**config.mk**
```make
export PLATFORM = sky130hd
export DESIGN_NAME = modular_arithmetic_unit_top
export DESIGN_NICKNAME = d
export VERILOG_FILES = /design/src/design/mau_pkg.sv /design/src/design/mau_step_unit.sv /design/src/design/mau_ctrl.sv /design/src/design/modular_arithmetic_unit_top.sv
export SDC_FILE = /design/constraint.sdc
export NUM_CORES = 2
export LEC_CHECK = 0
export BUFFER_PORTS_ARGS = -buffer_cell sky130_fd_sc_hd__buf_2
export CORE_AREA = 2 2 396 319
export DETAILED_ROUTE_END_ITERATION = 12
export DIE_AREA = 0 0 398 321
export GPL_TIMING_DRIVEN = 0
export PLACE_DENSITY_LB_ADDON = 0.05
export SLEW_MARGIN = 20
export SYNTH_ARGS = -nofsm -noshare
export SYNTH_HDL_FRONTEND = slang
export SYNTH_HIERARCHICAL = 1
export SYNTH_SLANG_ARGS = --single-unit
```
**constraint.sdc**
```tcl
create_clock -name clk -period 9.3 [get_ports clk]
set_clock_uncertainty 0.1 [all_clocks]
set_input_delay 1.395 -clock clk [delete_from_list [all_inputs] [get_ports clk]]
set_output_delay 1.395 -clock clk [all_outputs]
set_load 0.03 [all_outputs]
```
**src/design/mau_pkg.sv**
```systemverilog
// Package for the modular arithmetic unit: operation kinds, shared-unit ops,
// status struct and width constants. No dependencies.
package mau_pkg;

  localparam int MOD_WIDTH_DEF = 32;
  localparam int OPERAND_W     = 64;
  localparam int RESULT_W      = 32;
  localparam int KIND_W        = 3;
  localparam int CFG_DATA_W    = 32;
  localparam int CFG_ADDR_W    = 3;

  localparam logic [CFG_ADDR_W-1:0] REG_MODULUS = 3'd0;

  localparam logic [KIND_W-1:0] K_ADD = 3'd0;
  localparam logic [KIND_W-1:0] K_SUB = 3'd1;
  localparam logic [KIND_W-1:0] K_MUL = 3'd2;
  localparam logic [KIND_W-1:0] K_POW = 3'd3;
  localparam logic [KIND_W-1:0] K_DIV = 3'd4;

  // shared unit operations
  typedef enum logic [1:0] {
    U_SHIFT,    // r = (2r + bit) mod d, quotient bit out
    U_MULSTEP,  // r = (2r + bit*x) mod d
    U_ADD,      // r = (r + x) mod d
    U_SUB       // r = (r - x) mod d
  } mau_uop_t;

  typedef struct packed {
    logic valid;
    logic not_inv;
  } mau_done_t;

endpackage

```
**src/design/mau_step_unit.sv**
```systemverilog
// Shared compare/subtract step unit of the modular arithmetic unit.
// Depends on mau_pkg.
module mau_step_unit #(
  parameter int MW = 32
) (
  input  mau_pkg::mau_uop_t op,
  input  logic [MW-1:0]     r,
  input  logic [MW-1:0]     x,
  input  logic              bit_in,
  input  logic [MW-1:0]     d,
  output logic [MW-1:0]     res,
  output logic              qbit
);
  import mau_pkg::*;

  logic [MW:0] dd, sh, dbl, d1, sum, sum2, diff, t;
  logic        ge;

  always_comb begin
    dd   = {1'b0, d};
    sh   = {r, bit_in};
    ge   = (sh >= dd);
    dbl  = {r, 1'b0};
    d1   = (dbl >= dd) ? dbl - dd : dbl;
    sum  = d1 + (bit_in ? {1'b0, x} : '0);
    sum2 = {1'b0, r} + {1'b0, x};
    diff = {1'b0, r} - {1'b0, x};
    qbit = 1'b0;
    unique case (op)
      U_SHIFT: begin
        t    = ge ? sh - dd : sh;
        qbit = ge;
      end
      U_MULSTEP: t = (sum >= dd) ? sum - dd : sum;
      U_ADD:     t = (sum2 >= dd) ? sum2 - dd : sum2;
      U_SUB:     t = (r >= x) ? diff : diff + dd;
      default:   t = '0;
    endcase
    res = t[MW-1:0];
  end

endmodule

```
**src/design/mau_ctrl.sv**
```systemverilog
// Sequencer of the modular arithmetic unit: operand reduction, bit-serial
// modular multiply, square-and-multiply and extended Euclid on mau_step_unit.
// Depends on mau_pkg and mau_step_unit.
module mau_ctrl #(
  parameter int MW = mau_pkg::MOD_WIDTH_DEF
) (
  input  logic                           clk,
  input  logic                           rst,
  input  logic                           in_valid,
  input  logic [mau_pkg::KIND_W-1:0]     kind_in,
  input  logic [mau_pkg::OPERAND_W-1:0]  a_in,
  input  logic [mau_pkg::OPERAND_W-1:0]  b_in,
  input  logic [mau_pkg::CFG_DATA_W-1:0] modulus,
  input  logic                           out_free,
  output logic                           in_ready,
  output mau_pkg::mau_done_t             done,
  output logic [MW-1:0]                  result
);
  import mau_pkg::*;

  typedef enum logic [3:0] {
    S_IDLE, S_RED, S_NEG, S_DISP, S_MUL, S_POW,
    S_DIVCHK, S_DIVSTEP, S_DIVUPD, S_DONE
  } state_t;

  typedef enum logic [1:0] {R_OUT, R_PRES, R_BASE, R_SPROD} ret_t;

  localparam logic [5:0] LAST_RED = 6'(OPERAND_W - 1);
  localparam logic [5:0] LAST_MW  = 6'(MW - 1);

  state_t              state;
  ret_t                ret;
  logic [KIND_W-1:0]   kind;
  logic [OPERAND_W-1:0] src, e;
  logic [5:0]          cnt;
  logic                neg, sel_b, flag;
  logic [MW-1:0]       m, acc, mx, my, a_r, b_r, pres, base;
  logic [MW-1:0]       r0, r1, s0, s1, q, rem, out_res;
  logic [MW-1:0]       m_eff, one_m;

  mau_uop_t      u_op;
  logic [MW-1:0] u_r, u_x, u_d, u_res;
  logic          u_bit, u_q, red_fin;

  mau_step_unit #(.MW(MW)) u_step (
    .op(u_op), .r(u_r), .x(u_x), .bit_in(u_bit), .d(u_d), .res(u_res), .qbit(u_q)
  );

  assign m_eff = (modulus[MW-1:0] == '0) ? MW'(1) : modulus[MW-1:0];
  assign one_m = (m == MW'(1)) ? '0 : MW'(1);

  always_comb begin
    u_op  = U_ADD;
    u_r   = acc;
    u_x   = mx;
    u_bit = 1'b0;
    u_d   = m;
    unique case (state)
      S_RED: begin
        u_op  = U_SHIFT;
        u_bit = src[OPERAND_W-1];
      end
      S_NEG: begin
        u_op = U_SUB;
        u_r  = '0;
        u_x  = acc;
      end
      S_DISP: begin
        u_op = (kind == K_SUB) ? U_SUB : U_ADD;
        u_r  = a_r;
        u_x  = b_r;
      end
      S_MUL: begin
        u_op  = U_MULSTEP;
        u_bit = my[MW-1];
      end
      S_DIVSTEP: begin
        u_op  = U_SHIFT;
        u_bit = my[MW-1];
        u_d   = r1;
      end
      S_DIVUPD: begin
        u_op = U_SUB;
        u_r  = s0;
        u_x  = acc;
      end
      default: ;
    endcase
    red_fin = (state == S_RED && cnt == LAST_RED && !neg) || state == S_NEG;
  end

  assign in_ready     = (state == S_IDLE);
  assign done.valid   = (state == S_DONE);
  assign done.not_inv = flag;
  assign result       = out_res;

  always_ff @(posedge clk) begin
    if (rst) begin
      state <= S_IDLE;
      cnt   <= '0;
      flag  <= 1'b0;
    end else begin
      unique case (state)
        S_IDLE: if (in_valid) begin
          kind  <= kind_in;
          e     <= b_in;
          m     <= m_eff;
          acc   <= '0;
          cnt   <= '0;
          sel_b <= 1'b0;
          flag  <= 1'b0;
          neg   <= a_in[OPERAND_W-1];
          src   <= a_in[OPERAND_W-1] ? ~a_in + OPERAND_W'(1) : a_in;
          state <= S_RED;
        end
        S_RED, S_NEG: begin
          acc <= u_res;
          if (state == S_RED) begin
            src <= {src[OPERAND_W-2:0], 1'b0};
            cnt <= cnt + 6'd1;
            if (cnt == LAST_RED && neg) state <= S_NEG;
          end
          if (red_fin) begin
            cnt <= '0;
            if (!sel_b) begin
              a_r   <= u_res;
              sel_b <= 1'b1;
              acc   <= '0;
              neg   <= e[OPERAND_W-1];
              src   <= e[OPERAND_W-1] ? ~e + OPERAND_W'(1) : e;
              state <= S_RED;
            end else begin
              b_r   <= u_res;
              state <= S_DISP;
            end
          end
        end
        S_DISP: begin
          acc <= '0;
          cnt <= '0;
          priority case (kind)
            K_ADD, K_SUB: begin
              out_res <= u_res;
              state   <= S_DONE;
            end
            K_MUL: begin
              mx    <= a_r;
              my    <= b_r;
              ret   <= R_OUT;
              state <= S_MUL;
            end
            K_POW: begin
              pres <= one_m;
              base <= a_r;
              if (e[OPERAND_W-1]) begin
                out_res <= one_m;
                state   <= S_DONE;
              end else begin
                state <= S_POW;
              end
            end
            K_DIV: begin
              r0    <= m;
              r1    <= b_r;
              s0    <= '0;
              s1    <= one_m;
              state <= S_DIVCHK;
            end
            default: begin
              out_res <= '0;
              state   <= S_DONE;
            end
          endcase
        end
        S_POW: begin
          acc <= '0;
          cnt <= '0;
          priority if (e == '0) begin
            out_res <= pres;
            state   <= S_DONE;
          end else if (e[0]) begin
            mx    <= base;
            my    <= pres;
            ret   <= R_PRES;
            e[0]  <= 1'b0;
            state <= S_MUL;
          end else begin
            mx    <= base;
            my    <= base;
            ret   <= R_BASE;
            e     <= e >> 1;
            state <= S_MUL;
          end
        end
        S_MUL: begin
          acc <= u_res;
          my  <= my << 1;
          cnt <= cnt + 6'd1;
          if (cnt == LAST_MW) begin
            cnt <= '0;
            unique case (ret)
              R_OUT: begin
                out_res <= u_res;
                state   <= S_DONE;
              end
              R_PRES: begin
                pres  <= u_res;
                state <= S_POW;
              end
              R_BASE: begin
                base  <= u_res;
                state <= S_POW;
              end
              R_SPROD: state <= S_DIVUPD;
              default: state <= S_DONE;
            endcase
          end
        end
        S_DIVCHK: begin
          acc <= '0;
          cnt <= '0;
          priority if (r1 == '0) begin
            if (r0 == MW'(1)) begin
              mx    <= a_r;
              my    <= s0;
              ret   <= R_OUT;
              state <= S_MUL;
            end else begin
              out_res <= '0;
              flag    <= 1'b1;
              state   <= S_DONE;
            end
          end else begin
            my    <= r0;
            q     <= '0;
            state <= S_DIVSTEP;
          end
        end
        S_DIVSTEP: begin
          acc <= u_res;
          my  <= my << 1;
          q   <= {q[MW-2:0], u_q};
          cnt <= cnt + 6'd1;
          if (cnt == LAST_MW) begin
            cnt   <= '0;
            rem   <= u_res;
            acc   <= '0;
            mx    <= s1;
            my    <= {q[MW-2:0], u_q};
            ret   <= R_SPROD;
            state <= S_MUL;
          end
        end
        S_DIVUPD: begin
          s1    <= u_res;
          s0    <= s1;
          r0    <= r1;
          r1    <= rem;
          state <= S_DIVCHK;
        end
        S_DONE: if (out_free) state <= S_IDLE;
        default: state <= S_IDLE;
      endcase
    end
  end

  a_res_range: assert property (@(posedge clk) disable iff (rst)
    done.valid |-> out_res < m) else $error("result not reduced");

  a_flag_div: assert property (@(posedge clk) disable iff (rst)
    done.valid && done.not_inv |-> kind == K_DIV) else $error("flag on non-divide");

  a_mul_acc: assert property (@(posedge clk) disable iff (rst)
    state == S_MUL |-> acc < m) else $error("multiply accumulator out of range");

  a_busy: assert property (@(posedge clk) disable iff (rst)
    in_valid && in_ready |=> !in_ready) else $error("accepted word while busy");

endmodule

```
**src/design/modular_arithmetic_unit_top.sv**
```systemverilog
// Modular arithmetic unit, top level: APB modulus register, input stream,
// sequencer with shared step unit, and the output word register.
// Depends on mau_pkg, mau_ctrl and mau_step_unit.
//
// Takes one word (kind in s_tuser, two signed 64-bit operands in s_tdata),
// reduces both operands mod m, and returns one word with the add, subtract,
// multiply, power or divide result mod m and a not-invertible flag. Words are
// handled one at a time by a sequencer driving one compare/subtract unit.
// Each operand is reduced bit-serially, with a negate step when negative;
// then the sequencer runs add/sub, a bit-serial modular multiply, power (one
// bit-serial modular multiply per square and per set exponent bit) or divide
// (Euclid steps, each a bit-serial division, a multiply and a subtract, up to
// ~46 steps for a 32-bit modulus, plus a final multiply). s_tready is high
// only between words; a finished word sits in the output register until
// taken, and the next word is accepted meanwhile. A modulus of 0 acts as 1;
// register bits above MOD_WIDTH are ignored. Write the modulus only while
// the block is idle.
module modular_arithmetic_unit_top #(
  parameter int MOD_WIDTH = mau_pkg::MOD_WIDTH_DEF
) (
  input  logic                            clk,
  input  logic                            rst,
  // input stream
  input  logic                            s_tvalid,
  output logic                            s_tready,
  input  logic [127:0]                    s_tdata,  // [63:0] operand_a, [127:64] operand_b
  input  logic [mau_pkg::KIND_W-1:0]      s_tuser,  // [2:0] kind
  // output stream
  output logic                            m_tvalid,
  input  logic                            m_tready,
  output logic [mau_pkg::RESULT_W-1:0]    m_tdata,  // [31:0] result
  output logic                            m_tuser,  // [0] not_invertible
  // configuration
  input  logic                            psel,
  input  logic                            penable,
  input  logic                            pwrite,
  input  logic [mau_pkg::CFG_ADDR_W-1:0]  paddr,
  input  logic [mau_pkg::CFG_DATA_W-1:0]  pwdata,
  output logic [mau_pkg::CFG_DATA_W-1:0]  prdata,
  output logic                            pready
);
  import mau_pkg::*;

  logic [CFG_DATA_W-1:0] modulus;
  logic                  out_free;
  mau_done_t             done;
  logic [MOD_WIDTH-1:0]  result;

  // modulus register, written on the APB access phase
  assign pready = 1'b1;
  assign prdata = (paddr == REG_MODULUS) ? modulus : '0;

  always_ff @(posedge clk) begin
    if (rst) begin
      modulus <= CFG_DATA_W'(1);
    end else if (psel && penable && pwrite && pready && paddr == REG_MODULUS) begin
      modulus <= pwdata;
    end
  end

  // output register frees up the sequencer while a word waits downstream
  assign out_free = !m_tvalid || m_tready;

  mau_ctrl #(.MW(MOD_WIDTH)) u_ctrl (
    .clk(clk), .rst(rst),
    .in_valid(s_tvalid),
    .kind_in(s_tuser),
    .a_in(s_tdata[63:0]),
    .b_in(s_tdata[127:64]),
    .modulus(modulus),
    .out_free(out_free),
    .in_ready(s_tready),
    .done(done),
    .result(result)
  );

  always_ff @(posedge clk) begin
    if (rst) begin
      m_tvalid <= 1'b0;
    end else if (out_free) begin
      m_tvalid <= done.valid;
      if (done.valid) begin
        m_tdata <= RESULT_W'(result);
        m_tuser <= done.not_inv;
      end
    end
  end

endmodule
```
# After elaboration in Yosys (flattened, before gate mapping)
# Cells that the tools add are included.
classes:
  add_sub_neg: 11
  n_lt_le_gt_ge: 5
  eq_ne: 47
  muxes: 109
  n_bitwise: 4
  n_reduce_logical: 58
ops:
  columns: ["cell", "count"]
  rows:
  - ["32-bit 2-to-1 mux", 38]
  - ["64-bit 2-to-1 mux", 8]
  - ["32-bit case mux with 2 select lines", 7]
  - ["32-bit case mux with 4 select lines", 3]
  - ["32-bit case mux with 5 select lines", 2]
  - ["64-bit case mux with 2 select lines", 2]
  - ["32-bit case mux with 3 select lines", 2]
  - ["33-bit by 32-bit >= comparator with 1-bit output", 4]
  - ["64-bit by 1-bit adder with 64-bit output (second input constant)", 2]
  - ["64-bit inverter", 2]
  - ["32-bit subtractor", 4]
  - ["32-bit by 1-bit == test with 1-bit output (second input constant)", 2]
  - ["32-bit logical NOT", 2]
  - ["64-bit logical NOT", 1]
  - ["63-bit 2-to-1 mux", 1]
  - ["31-bit case mux with 2 select lines", 1]
  - ["4-bit 2-to-1 mux", 11]
  - ["4-bit case mux with 9 select lines", 1]
  - ["32-bit by 32-bit adder with 33-bit output", 1]
  - ["33-bit by 32-bit adder with 33-bit output", 1]
  - ["33-bit 2-to-1 mux", 1]
  - ["33-bit by 32-bit subtractor with 33-bit output", 1]
  - ["32-bit adder", 1]
  - ["32-bit >= comparator", 1]
  - ["43 further kinds", 135]
totals:
  regBits: 691
  inputBits: 173
  output_inout_bits: 68
  word_cells: 263

# Longest topological paths before layout
depth:
  word_depth: 11
  depth_mapped: 48

# By module
# Netlist, hierarchy kept.
modules_own_cells:
  columns: ["module", "n_inst", "cells_each", "area_per_inst_um2"]
  rows:
  - ["mau_ctrl", 1, 2993, 31544.0]
  - ["mau_step_unit", 1, 2265, 14909.3]
  - ["modular_arithmetic_unit_top", 1, 217, 2742.6]

# Worst setup path before layout
# No wires, ideal clock.
synth_path:
  path_type: "reg2reg"
  startpoint: "register u_ctrl.state[1]"
  endpoint: "register u_ctrl.out_res[0], in the netlist u_ctrl/result[0] (data pin)"
  setup_time_ns: 0.262
  arrival_ns: 8.769
  required_time_ns: 8.938
  slack_ns: 0.170
  path_stages_with_launch: 45
  path_buffers: 8
  synth_period_minus_slack_ns: 9.130
  path_cell_list: "dfxtp_1 > clkbuf_1 > nand2_1 > nor2_1 > clkbuf_1 > clkbuf_1 > clkbuf_1 > nand2_1 > nand2_1 > inv_1 > ha_1 > nand2b_1 > nor4_1 > a211oi_2 > o21ai_1 > a221o_1 > buf_2 > clkbuf_1 > [... 9 more ...] > ha_1 > buf_2 > a21oi_1 > o211ai_1 > a221oi_1 > o21a_1 > nor3b_1 > a21oi_1 > nand2_1 > o21ai_4 > buf_4 > nor2_1 > a21oi_1 > mux4_2 > inv_1 > o22ai_1 > a222oi_1 > inv_1"
synth_via:
  elab_chain_cells: 11
  word_cells_on_any_way: 44
  cone_classes: "add/sub: 8; order compare: 5; eq/ne: 11; mux: 16; reduce/logical: 4"
synth_rtl:
  columns: ["element", "line", "rtl"]
  rows:
  - ["from (decl)", "mau_ctrl.sv:31", "state_t state;"]
  - ["from (signal assigned)", "mau_ctrl.sv:99", "state <= S_IDLE;"]
  - ["from (signal assigned)", "mau_ctrl.sv:114", "state <= S_RED;"]
  - ["from (signal assigned)", "mau_ctrl.sv:121", "if (cnt == LAST_RED && neg) state <= S_NEG;"]
  - ["4-bit by 3-bit == test with 1-bit output *", "mau_ctrl.sv:58", "unique case (state)"]
  - ["32-bit 2-to-1 mux *", "mau_ctrl.sv:58", null]
  - ["net u_ctrl.u_d[1]", "mau_ctrl.sv:42", "logic [MW-1:0] u_r, u_x, u_d, u_res;"]
  - ["33-bit by 32-bit subtractor with 33-bit output / 33-bit by 32-bit >= comparator with 1-bit output (equally long branches)", "mau_step_unit.sv:24", "d1 = (dbl >= dd) ? dbl - dd : dbl;"]
  - ["33-bit 2-to-1 mux", "mau_step_unit.sv:24", null]
  - ["33-bit by 32-bit adder with 33-bit output", "mau_step_unit.sv:25", "sum = d1 + (bit_in ? {1'b0, x} : '0);"]
  - ["33-bit by 32-bit >= comparator with 1-bit output / 32-bit subtractor (equally long branches)", "mau_step_unit.sv:34", "U_MULSTEP: t = (sum >= dd) ? sum - dd : sum;"]
  - ["32-bit 2-to-1 mux", "mau_step_unit.sv:34", null]
  - ["32-bit case mux with 4 select lines *", "mau_step_unit.sv:29", "unique case (op)"]
  - ["net u_ctrl.u_res[0]", "mau_ctrl.sv:42", null]
  - ["32-bit 2-to-1 mux", "mau_ctrl.sv:201", "unique case (ret)"]
  - ["32-bit 2-to-1 mux", "mau_ctrl.sv:199", "if (cnt == LAST_MW) begin"]
  - ["32-bit case mux with 4 select lines *", "mau_ctrl.sv:103", "unique case (state)"]
  - ["to (signal assigned)", "mau_ctrl.sv:143", "out_res <= u_res;"]
  - ["to (signal assigned)", "mau_ctrl.sv:156", "out_res <= one_m;"]
  - ["to (signal assigned)", "mau_ctrl.sv:203", "out_res <= u_res;"]
  - ["to (decl)", "mau_ctrl.sv:38", "logic [MW-1:0] r0, r1, s0, s1, q, rem, out_res;"]
# The timed path passes the listed nets; every way through them passes the cells marked *. The select of a mux whose other input is x is not followed.
# A chain may end at the register's enable or synchronous reset.

# Worst setup path in the final report
layout_path:
  startpoint: "register u_ctrl.state[3]"
  endpoint: "register u_ctrl.out_res[0], in the netlist u_ctrl/result[0] (data pin)"
layout_via:
  elab_chain_cells: 11
  word_cells_on_any_way: 44
  cone_classes: "add/sub: 8; order compare: 5; eq/ne: 11; mux: 16; reduce/logical: 4"
layout_rtl:
  columns: ["element", "line"]
  rows:
  - ["4-bit == test / 4-bit by 2-bit == test with 1-bit output (equally long branches)", "mau_ctrl.sv:58"]
  - ["32-bit case mux with 3 select lines *", "mau_ctrl.sv:58"]
  - ["net u_ctrl.u_r[7]", "mau_ctrl.sv:42"]
  - ["33-bit by 32-bit subtractor with 33-bit output / 33-bit by 32-bit >= comparator with 1-bit output (equally long branches)", "mau_step_unit.sv:24"]
  - ["33-bit 2-to-1 mux", "mau_step_unit.sv:24"]
  - ["33-bit by 32-bit adder with 33-bit output", "mau_step_unit.sv:25"]
  - ["33-bit by 32-bit >= comparator with 1-bit output / 32-bit subtractor (equally long branches)", "mau_step_unit.sv:34"]
  - ["32-bit 2-to-1 mux", "mau_step_unit.sv:34"]
  - ["32-bit case mux with 4 select lines *", "mau_step_unit.sv:29"]
  - ["net u_ctrl.u_res[0]", "mau_ctrl.sv:42"]
  - ["32-bit 2-to-1 mux", "mau_ctrl.sv:201"]
  - ["32-bit 2-to-1 mux", "mau_ctrl.sv:199"]
  - ["32-bit case mux with 4 select lines *", "mau_ctrl.sv:103"]
# Marked as above.

==> reports/qor.txt <==
Total number of clock tree sinks: 691
Finish-stage setup viols: 8
DR WL/cell: 32.0 µm
WP data required: 9.59 ns
CTS tree: built
Post-layout worst setup margin: -0.538 ns
Avg Synthesized Cell Area: 8.99 µm²
Maximum count of clock buffers along a single path: 3
Worst setup path endpoint: u_ctrl/result[0]
Critical path buffers and inverters: 9
Worst skew pair latency: 0.69 ns
Share of the synthesized area in compound gates (AO/OA/AOI/OAI): 18.7%
Hold buffer count at CTS: 0
DRT Pass-1 Iters: 6
Synthesis warning total: 6
Leading post-synthesis cells by cell area: edfxtp_1 39%, nand2_1 7.3%, ha_1 5.9%
Max cap viols: 0
Count of unresolved DRC violations after routing: 0
Slowest Stage Delay on Critical Path: 0.85 ns
Classification of the worst-slack hold path: reg -> reg
Sequential cell area fraction in the yosys report: 41.3%
I/O pin cnt: 241
Failing checks: setup timing
Total number of nets in the final design: 6430
Main combinational cell family by area after synthesis: simple AND/OR/NAND/NOR gates
Post-route core utilization: 48.6%
Most area-hungry cell type in the Yosys netlist: edfxtp_1
Number of library cell types mapped by synthesis: 98
Gate count of the mapped netlist: 5475
Async set-or-reset flop fraction in the synthesized netlist: 0%
Kind of capture point of the worst setup path: flop
Timing startpoint of the critical path: u_ctrl/state[3]
Grt total ovfl: 0
Post-synth top area share: 39.5%
Result of the run: finished, violations left
Die area: 128000 µm²
Fraction of layout instances using a drive strength above 1: 18.2%
Final antenna-violating net count: 0
Maximum fanout along the worst path: 10
Floorplan die width: 398 µm
Area share of and/or/nand/nor cells after synthesis: 19.9%
Most frequently used cell type in the post-synthesis netlist: nand2_1
Chip height: 321 µm
RSZ-0062 raised after global routing: yes
Worst reg2reg path endpoint: u_ctrl/result[0]
HPWL after DPL: 202 mm
Top flip-flop cell by instance count after synthesis: edfxtp_1
Buffers added on ports: 237
Total nets after synthesis: 5888
Weighted congestion at the end of routability-driven global placement: 1.04
Critical path's top delay family: compound AO/OA/AOI/OAI gates
Beginning of the worst register-to-register path: u_ctrl/state[3]
Initial standard-cell utilization of the core: 39.6%
Total placed cells including tap cells: 7428
Global-route total usage across every layer: 37.7%
Worst hold path stage count: 0
Cell type of the slowest stage on the worst timing path: a222oi_1
Share of synthesized area spent on multiplexers: 3.90%
Total CTS buffers: 77
Crit share post-route: 106%
Summed negative setup slack over all endpoints: -1.60 ns
Number of vias in the routed layout: 48.2k
Number of antenna violations at the first check in global routing: 15
Worst R2R Path Depth: 42
Final-layout fill cell count: 12.1k
Total wire length after detailed routing: 248 mm
Clk slew on worst S/H paths: 0.06 ns
Worst Tran Pin Value: 1.29 ns
WP depth: 42
Relative area change from synthesis to final layout: 22.5%
Worst Path Arrival: 10.13 ns
Largest net degree at the start of global routing: 29
Number of cell rows: 116
Area of the mapped netlist: 49200 µm²
Total core area: 124000 µm²
Fmax achieved: 102 MHz
Leading cell types by count after synthesis: 955 x nand2_1, 647 x edfxtp_1, 389 x a21oi_1
Place WS: -5.14 ns
Top Registers: u_ctrl/e x64, u_ctrl/src x64
Final Max Slew Viols: 0
EDFF count, synth: 647
Minimum clock period: 9.84 ns
First DRT Iteration DRCs: 6381
Wire length of the first global-routing pass: 338 mm
Via/cell ratio: 6.22
Post-synthesis xor/xnor area fraction: 5.80%
Cell Count, Final, Fillers Out: 7751
Setup slack of the most critical reg-to-reg path: -0.54 ns
Element type at the critical path start: flop
Final Hold Fails: 0
Critical path class: reg -> reg
Headroom to the max-slew limit: 14.0%
Vias in the first global route: 43.8k
Number of levels the H-tree was split into: 3
Flops & latches, synth: 691
CTS root buffer: clkbuf_16
Adder and majority gate portion of the synthesized area: 6.23%
worst reg2reg max path: cells and delay by family (launching register included):
family | cells | cell delay (ns)
flops | 1 | 0.37
buf+inv | 9 | 1.56
compound gates | 19 | 4.30
fa+ha+maj | 3 | 0.89
xor+xnor | 1 | 0.19
simple gates | 9 | 1.49
mux | 1 | 0.68
layout make-up:
type / count / area, µm² / area share [%]
timing repair buffer: 497 / 3660 / 6.07
sequential: 691 / 20300 / 33.7
clock buffer: 95 / 2060 / 3.41
antenna: 19 / 47.5 / 0.0789
multi-input combinational: 4272 / 29100 / 48.3
inverter: 167 / 657 / 1.09
buffer: 311 / 1780 / 2.96
tap: 1652 / 2070 / 3.43
clock inverter: 47 / 561 / 0.930
through the flow:
stage | cell area, µm² | hold slack [ns]
3_3_place_gp | 52400 | 0.301
4_1_cts | 58700 | 0.320
6_report | 60300 | 0.315
2_1_floorplan | 49200 | 0.300
3_5_place_dp | 53500 | 0.305
5_1_grt | 60200 | 0.327
how the worst min path moves through the flow:
stage | to | startpoint
after detailed placement | m_tdata[2] | u_ctrl/result[2]
after CTS | m_tdata[2] | u_ctrl/result[2]
after global placement | m_tdata[27] | u_ctrl/result[27]
after global routing | m_tdata[16] | u_ctrl/result[16]
after floorplan | m_tdata[0] | u_ctrl/result[0]
final | m_tdata[16] | u_ctrl/result[16]
cells in the final DEF (no fill, tap or decap), drive strengths merged, types with 64 or more instances in the layout:
master,Yosys,layout
a21o,111,111
a21oi,392,392
a22oi,81,81
and2,139,139
buf,69,568
clkbuf,276,335
edfxtp,647,647
ha,232,232
inv,165,164
mux2i,151,151
nand2,955,955
nand2b,101,101
nand3,98,98
nor2,347,347
nor3,71,71
nor4,64,64
o21ai,361,361
xnor2,199,199
xor2,127,127
cell families after synthesis:
logic type / after synthesis
flip-flops: 691
AO/OA/AOI/OAI: 1441
other: 1
adder cells (fa/ha/maj): 240
buffers and inverters: 512
AND/OR/NAND/NOR: 2089
XOR/XNOR: 326
multiplexers: 175
metal layers:
| metal | vias up | routed length [µm] | GRT usage (%) |
|---|---|---|---|
| met2 | 2830 | 96300 | 50.6 |
| met5 | - | 38 | 0 |
| met1 | 23883 | 110000 | 55.7 |
| li1 | 21052 | - | - |
| met3 | 407 | 31200 | 12.0 |
| met4 | 6 | 10000 | 13.2 |
timing repair:
action,in CTS,in global routing
buffers inserted,111,82
gates cloned,4,1
pin swaps,99,73
resized for setup,464,166
setup endpoints to repair,256,247
Power is left out: the tool's default activity adds up to more than one toggle a clock period on the data nets, which glitch-free logic cannot reach.
